### src/rtl/core/fma_pkg.sv
`default_nettype none

package fma_pkg;

  localparam int AGENT_W    = 4;
  localparam int STATUS_W   = 2;
  localparam int CNT_OUT_W  = 5;

  localparam logic REQ_LOCK    = 1'b0;
  localparam logic REQ_RELEASE = 1'b1;

  localparam logic [STATUS_W-1:0] ST_OK         = 2'd0;
  localparam logic [STATUS_W-1:0] ST_QUEUE_FULL = 2'd1;
  localparam logic [STATUS_W-1:0] ST_NOT_HOLDER = 2'd2;

  typedef struct packed {
    logic               req_type;
    logic [AGENT_W-1:0] requester;
  } fma_in_t;

  typedef struct packed {
    logic                 grant_valid;
    logic [AGENT_W-1:0]   granted_id;
    logic [STATUS_W-1:0]  status;
    logic                 lock_busy;
    logic [AGENT_W-1:0]   holder_now;
    logic [CNT_OUT_W-1:0] waiting_count;
  } fma_out_t;

  typedef struct packed {
    logic capture;
    logic commit;
  } fma_cmd_t;

endpackage

`default_nettype wire

### src/rtl/core/fma_ram.sv
`default_nettype none

module fma_ram #(
  parameter int WIDTH = 4,
  parameter int DEPTH = 16
) (
  input  wire logic                     clk,
  input  wire logic                     wr_en,
  input  wire logic [$clog2(DEPTH)-1:0] wr_addr,
  input  wire logic [WIDTH-1:0]         wr_data,
  input  wire logic [$clog2(DEPTH)-1:0] rd_addr,
  output logic      [WIDTH-1:0]         rd_data
);

  logic [WIDTH-1:0] mem [DEPTH];

  always_ff @(posedge clk) begin
    if (wr_en) begin
      mem[wr_addr] <= wr_data;
    end
    rd_data <= mem[rd_addr];
  end

endmodule

`default_nettype wire

### src/rtl/core/fma_ctrl.sv
`default_nettype none

module fma_ctrl
  import fma_pkg::*;
(
  input  wire logic clk,
  input  wire logic rst_n,
  input  wire logic in_valid,
  output logic      in_stall,
  output logic      out_valid,
  input  wire logic out_stall,
  output fma_cmd_t  cmd
);

  typedef enum logic {
    S_IDLE,
    S_EXEC
  } state_t;

  state_t state_r, state_nxt;
  logic   out_valid_r, out_valid_nxt;
  logic   out_free;

  assign in_stall  = (state_r != S_IDLE);
  assign out_valid = out_valid_r;
  assign out_free  = !out_valid_r || !out_stall;

  assign cmd.capture = (state_r == S_IDLE) && in_valid;
  assign cmd.commit  = (state_r == S_EXEC) && out_free;

  always_comb begin
    state_nxt     = state_r;
    out_valid_nxt = out_valid_r && out_stall;
    unique case (state_r)
      S_IDLE: begin
        if (in_valid) begin
          state_nxt = S_EXEC;
        end
      end
      S_EXEC: begin
        if (out_free) begin
          state_nxt     = S_IDLE;
          out_valid_nxt = 1'b1;
        end
      end
      default: state_nxt = S_IDLE;
    endcase
  end

  always_ff @(posedge clk) begin
    if (!rst_n) begin
      state_r     <= S_IDLE;
      out_valid_r <= 1'b0;
    end else begin
      state_r     <= state_nxt;
      out_valid_r <= out_valid_nxt;
    end
  end

endmodule

`default_nettype wire

### src/rtl/core/fma_dp.sv
`default_nettype none

module fma_dp
  import fma_pkg::*;
#(
  parameter int QUEUE_DEPTH = 16
) (
  input  wire logic     clk,
  input  wire logic     rst_n,
  input  wire fma_cmd_t cmd,
  input  wire fma_in_t  in_data,
  output fma_out_t      out_data
);

  localparam int AW = $clog2(QUEUE_DEPTH);
  localparam int CW = $clog2(QUEUE_DEPTH + 1);

  fma_in_t          item_r;
  fma_out_t         out_r, out_nxt;
  logic [AW-1:0]    head_r, head_nxt;
  logic [AW-1:0]    tail_r, tail_nxt;
  logic [CW-1:0]    count_r, count_nxt, count_mid;
  logic             busy_r, busy_nxt, busy_mid;
  logic [AGENT_W-1:0] holder_r, holder_nxt;
  logic [AGENT_W-1:0] rd_data, head_id;
  logic             is_req, full, enq, rel_ok, grant;
  logic [STATUS_W-1:0] status;

  function automatic logic [AW-1:0] ptr_inc(input logic [AW-1:0] p);
    ptr_inc = (p == AW'(QUEUE_DEPTH - 1)) ? '0 : p + AW'(1);
  endfunction

  fma_ram #(
    .WIDTH (AGENT_W),
    .DEPTH (QUEUE_DEPTH)
  ) u_wait_ram (
    .clk     (clk),
    .wr_en   (cmd.commit && enq),
    .wr_addr (tail_r),
    .wr_data (item_r.requester),
    .rd_addr (head_r),
    .rd_data (rd_data)
  );

  always_comb begin
    is_req    = (item_r.req_type == REQ_LOCK);
    full      = (count_r == CW'(QUEUE_DEPTH));
    enq       = is_req && !full;
    rel_ok    = !is_req && busy_r && (holder_r == item_r.requester);
    if (is_req) begin
      status = full ? ST_QUEUE_FULL : ST_OK;
    end else begin
      status = rel_ok ? ST_OK : ST_NOT_HOLDER;
    end
    busy_mid  = busy_r && !rel_ok;
    count_mid = count_r + CW'(enq);
    grant     = !busy_mid && (count_mid != '0);
    // bypass the store when the queue was empty
    head_id   = (count_r == '0) ? item_r.requester : rd_data;

    count_nxt  = count_mid - CW'(grant);
    busy_nxt   = busy_mid || grant;
    holder_nxt = grant ? head_id : holder_r;
    head_nxt   = grant ? ptr_inc(head_r) : head_r;
    tail_nxt   = enq ? ptr_inc(tail_r) : tail_r;

    out_nxt.grant_valid   = grant;
    out_nxt.granted_id    = grant ? head_id : '0;
    out_nxt.status        = status;
    out_nxt.lock_busy     = busy_nxt;
    out_nxt.holder_now    = busy_nxt ? holder_nxt : '0;
    out_nxt.waiting_count = CNT_OUT_W'(count_nxt);
  end

  always_ff @(posedge clk) begin
    if (!rst_n) begin
      head_r   <= '0;
      tail_r   <= '0;
      count_r  <= '0;
      busy_r   <= 1'b0;
      holder_r <= '0;
    end else if (cmd.commit) begin
      head_r   <= head_nxt;
      tail_r   <= tail_nxt;
      count_r  <= count_nxt;
      busy_r   <= busy_nxt;
      holder_r <= holder_nxt;
    end
  end

  always_ff @(posedge clk) begin
    if (cmd.capture) begin
      item_r <= in_data;
    end
    if (cmd.commit) begin
      out_r <= out_nxt;
    end
  end

  assign out_data = out_r;

endmodule

`default_nettype wire

### src/rtl/core/fifo_mutex_arbiter_top.sv
// First-come first-served lock manager for one shared resource.
// Input channel (in_valid / in_stall / in_data): each request either asks
// for the lock (appended to the waiting queue) or releases it (honoured only
// from the current holder). Output channel (out_valid / out_stall /
// out_data): exactly one result per request, in order, giving any grant
// made, a status code, the lock state and the number of agents waiting.
// A request taken is registered first; its result is then registered into the
// output register once that register is free. No new request is taken while
// one is in progress, as the queue store has a registered read port, which
// reads the queue head in the cycle the request is taken.
// A new request is taken while the previous result still waits in the output
// register; if the receiver keeps stalling, the next result is held back and
// in_stall stays high until the output register drains.
// Reset: lock free, queue empty, no result pending. The queue store needs no
// clearing pass; requests are taken from the first cycle after reset.
// A request at a full queue is dropped with status queue-full.
`default_nettype none

module fifo_mutex_arbiter_top
  import fma_pkg::*;
#(
  parameter int QUEUE_DEPTH = 16
) (
  input  wire logic    clk,
  input  wire logic    rst_n,
  input  wire logic    in_valid,
  output logic         in_stall,
  input  wire fma_in_t in_data,
  output logic         out_valid,
  input  wire logic    out_stall,
  output fma_out_t     out_data
);

  fma_cmd_t cmd;

  fma_ctrl u_ctrl (
    .clk       (clk),
    .rst_n     (rst_n),
    .in_valid  (in_valid),
    .in_stall  (in_stall),
    .out_valid (out_valid),
    .out_stall (out_stall),
    .cmd       (cmd)
  );

  fma_dp #(
    .QUEUE_DEPTH (QUEUE_DEPTH)
  ) u_dp (
    .clk      (clk),
    .rst_n    (rst_n),
    .cmd      (cmd),
    .in_data  (in_data),
    .out_data (out_data)
  );

endmodule

`default_nettype wire
### config.mk
export PLATFORM = sky130hd
export DESIGN_NAME = fifo_mutex_arbiter_top
export DESIGN_NICKNAME = d
export VERILOG_FILES = /design/src/rtl/core/fma_pkg.sv /design/src/rtl/core/fma_ram.sv /design/src/rtl/core/fma_ctrl.sv /design/src/rtl/core/fma_dp.sv /design/src/rtl/core/fifo_mutex_arbiter_top.sv
export SDC_FILE = /design/constraint.sdc
export NUM_CORES = 1
export LEC_CHECK = 0
export BUFFER_PORTS_ARGS = -buffer_cell sky130_fd_sc_hd__clkbuf_2
export CORE_ASPECT_RATIO = 1.5
export CORE_UTILIZATION = 45
export DETAILED_ROUTE_END_ITERATION = 7
export PLACE_DENSITY_LB_ADDON = 0.15
export SYNTH_ARGS = -nofsm -noshare
export SYNTH_HDL_FRONTEND = slang
export SYNTH_SLANG_ARGS = --single-unit
### constraint.sdc
create_clock -name clk -period 8.45 [get_ports clk]
set_clock_uncertainty 0.1 [all_clocks]
set_input_delay 1.69 -clock clk [delete_from_list [all_inputs] [get_ports clk]]
set_output_delay 1.69 -clock clk [all_outputs]
set_load 0.03 [all_outputs]
==> results.cfg <==
[logic_synthesis]
synth.area.top_cells = edfxtp_1 56%, dfxtp_1 10%, mux4_2 7.8%
ys_seq_area_frac = 0.665
netlist_area_sq_um = 4610
synth_seq_cells = 110
syn_nets = 336
synth_top_area_share = 0.561
synth_area_per_cell_sq_um = 14.5
synthCells = 318
synthFlopType = edfxtp_1
ys_warn_count = 0
synthArstFlopShare = 0
synth_edf_count = 86
yosysUniqueCellTypes = 49
synth_top_cell_by_area = edfxtp_1

[placed_design]
preCtsSetupSlack_ns = 4.49
hpwlAfterDp_mm = 6.14
dp_cells = 444
io_buffers = 27
gp_congestion = 0.749
dpl_cell_area_sq_um = 4830

[setup_path]
endpoint_kind = register
timing_worst_setup_path_type = reg -> reg
cp_max_fo = 9
r2r-end = u_dp.count_r[4]$_SDFFE_PN0P_
crit_arrival_ns = 3.96
startpoint_type = register
reg2reg_from = u_dp.count_r[2]$_SDFFE_PN0P_
reg2reg_depth = 14
crit_start = u_dp.count_r[2]$_SDFFE_PN0P_
ff2ff_setup_slack_ns = 4.65
cp.required_ns = 8.61

[pwr]
p_leak_nw = 1.70
power_density_nw_per_um2 = 229
ir_worst_vdd_mv = 0.0957

[sta]
finalCritPeriodShare = 0.449
max_freq_ghz = 0.263
min_period_ns = 3.80
hold_viol = 0
slew_headroom = 0.454
setup_slack_ns = 4.65
final.setup.tns_ns = 0
worst_slew_pin_slew_ns = 0.818
drv_slew = 0
rsz0062_at_grt = no
setup_viol = 0

[clock_tree]
cts_max_path_buffers = 2
cts_hold_buf = 0
h-tree-depth = 3
postCtsSetupRepairBufs = 0
cts_tree = built
cts.repair.resized = 0
root_buffer = clkbuf_16
insertion_delay_ns = 0.34
clk_pin_slew_ns = 0.07
numClockSinks = 110
cts_made_buffers = 9

[grt]
met3_usage = 0.0341
grt_max_degree = 25
antenna_found_initial = 0
grt_util_met2 = 0.333
grt_busiest_layer = met2
grtUsageTotal = 0.180
grt_pass1_wl_mm = 14.1
use_met1 = 0.196
grt_remaining_overflow = 0
first_global_vias = 2619

[floorplanning]
die_y_microns = 126
fp-row-count = 44
die_w_microns = 84.6
boundaryPins = 28
initial_core_util = 0.470
die_area_sq_um = 10700
fp.coreArea_sq_um = 9800

[layout]
area_growth_pct = 10.6
nNetsFinal = 358
final_cells = 460
fill_cells = 843
final_area_sq_um = 5090
diodes = 0
drive_gt1_frac = 0.191

[route]
drc = 1
viasPerCell = 5.73
vias = 2636
wl_per_cell_microns = 19.2
drt.antenna.violating_nets = 0
first_pass_iters = 7
wirelength_mm = 8.82
drt_iter0_markers = 117

[worst_hold_path]
hold_path_depth = 2
hold_end = u_ctrl.out_valid$_SDFF_PN0_
min_path_type = reg -> reg
min_from = u_ctrl.out_valid$_SDFF_PN0_

[run_status]
failed_checks = DRC
status = complete, but fails checks

[run]
maxCapViolCount = 0
critical path, stage by stage (launching register included):
cell      delay (ns)
dfxtp_1         0.40
nor4_4          0.32
a21oi_1         0.12
ha_1            0.24
ha_1            0.33
nor4_1          0.43
a21o_1          0.21
or2_2           0.23
inv_1           0.08
ha_1            0.19
ha_1            0.23
a211oi_1        0.22
nor2_1          0.11
or3_1           0.36
a21oi_1         0.14
cell families (layout without fill, tap and decap cells):
group,after synthesis,after routing,synth area share
flip-flops,110,110,0.665
AND/OR/NAND/NOR,77,77,0.0856
AO/OA/AOI/OAI,58,58,0.0883
buffers and inverters,34,61,0.0296
multiplexers,24,24,0.0956
adder cells (fa/ha/maj),9,9,0.0245
XOR/XNOR,6,6,0.0114
flip-flops by register name, indices dropped and copies added, names as in the netlist:
signal / cells
u_dp.u_wait_ram.mem: 64
u_dp.out_data: 17
u_dp.count_r: 5
u_dp.item_r: 5
u_dp.head_r: 4
u_dp.holder_r: 4
u_dp.tail_r: 4
u_dp.u_wait_ram.rd_data: 4
u_ctrl.in_stall: 1
u_ctrl.out_valid: 1
u_dp.busy_r: 1
power by group:
group,internal (mW),total [mW],switching [mW]
clock network,0.199,0.382,0.183
registers,0.613,0.632,0.0192
logic,0.0587,0.154,0.0956
routing by layer:
metal / part of all wire / wire [microns]
met2: 0.55 / 4840
met3: 0.030 / 268
met4: 0.034 / 302
met5: 0 / 0
met1: 0.39 / 3410
synth_stat cells, types with 2 or more instances:
master	n
edfxtp_1	86
nor2_1	28
dfxtp_1	24
mux4_2	16
nand2_1	15
a21oi_1	14
inv_1	13
clkbuf_1	11
o21ai_0	11
ha_1	9
nor2b_1	9
a211oi_1	8
mux2i_1	8
buf_2	6
nor3_1	5
o211ai_1	5
o31ai_1	5
xnor2_1	5
a31oi_1	3
nand2b_1	3
or3_1	3
clkinv_1	2
nor4_1	2
or2_2	2
stage by stage:
| stage | hold slack [ns] | power, mW | utilization |
|---|---|---|---|
| 2_1_floorplan | 0.401 | 0.759 | - |
| 3_3_place_gp | 0.403 | 0.800 | 0.493 |
| 3_5_place_dp | 0.412 | 0.800 | 0.493 |
| 4_1_cts | 0.448 | 1.18 | 0.520 |
| 5_1_grt | 0.474 | 1.22 | 0.520 |
| 6_report | 0.447 | 1.17 | 0.520 |
area by class of cell:
| cell class | instances | area [sq um] | area share |
|---|---|---|---|
| multi-input cells | 174 | 1410 | 0.276 |
| well taps | 115 | 144 | 0.0282 |
| flip-flops and latches | 110 | 3060 | 0.601 |
| clock inverters | 6 | 37.5 | 0.00737 |
| repair buffers | 30 | 158 | 0.0310 |
| inverters | 15 | 56.3 | 0.0111 |
| clock buffers | 10 | 229 | 0.0450 |
cells in the final DEF, fill, tap and decap left out, types with 2 or more instances in the layout:
master and count:
nand2b_1 3, buf_4 3, nor3_1 5, nor4_1 2
clkinv_1 4, dfxtp_1 24, or2_2 2, nor2b_1 9
a21oi_1 14, nor2_1 28, o211ai_1 5, edfxtp_1 86
a31oi_1 3, ha_1 9, inv_1 13, clkbuf_16 9
o31ai_1 5, o21ai_0 11, a211oi_1 8, xnor2_1 5
clkbuf_2 27, mux2i_1 8, mux4_2 16, nand2_1 15
or3_1 3
how the worst max path moves through the flow:
stage | to | cells after the start
floorplan | u_dp.u_wait_ram.mem[3][0]$_DFFE_PP_ | 5
global placement | u_dp.u_wait_ram.mem[2][0]$_DFFE_PP_ | 5
detailed placement | u_dp.u_wait_ram.mem[2][0]$_DFFE_PP_ | 5
CTS | u_dp.count_r[4]$_SDFFE_PN0P_ | 14
global route | u_dp.count_r[4]$_SDFFE_PN0P_ | 15
finish | u_dp.count_r[4]$_SDFFE_PN0P_ | 14
No activity file was read; power rests on OpenSTA's default activity.
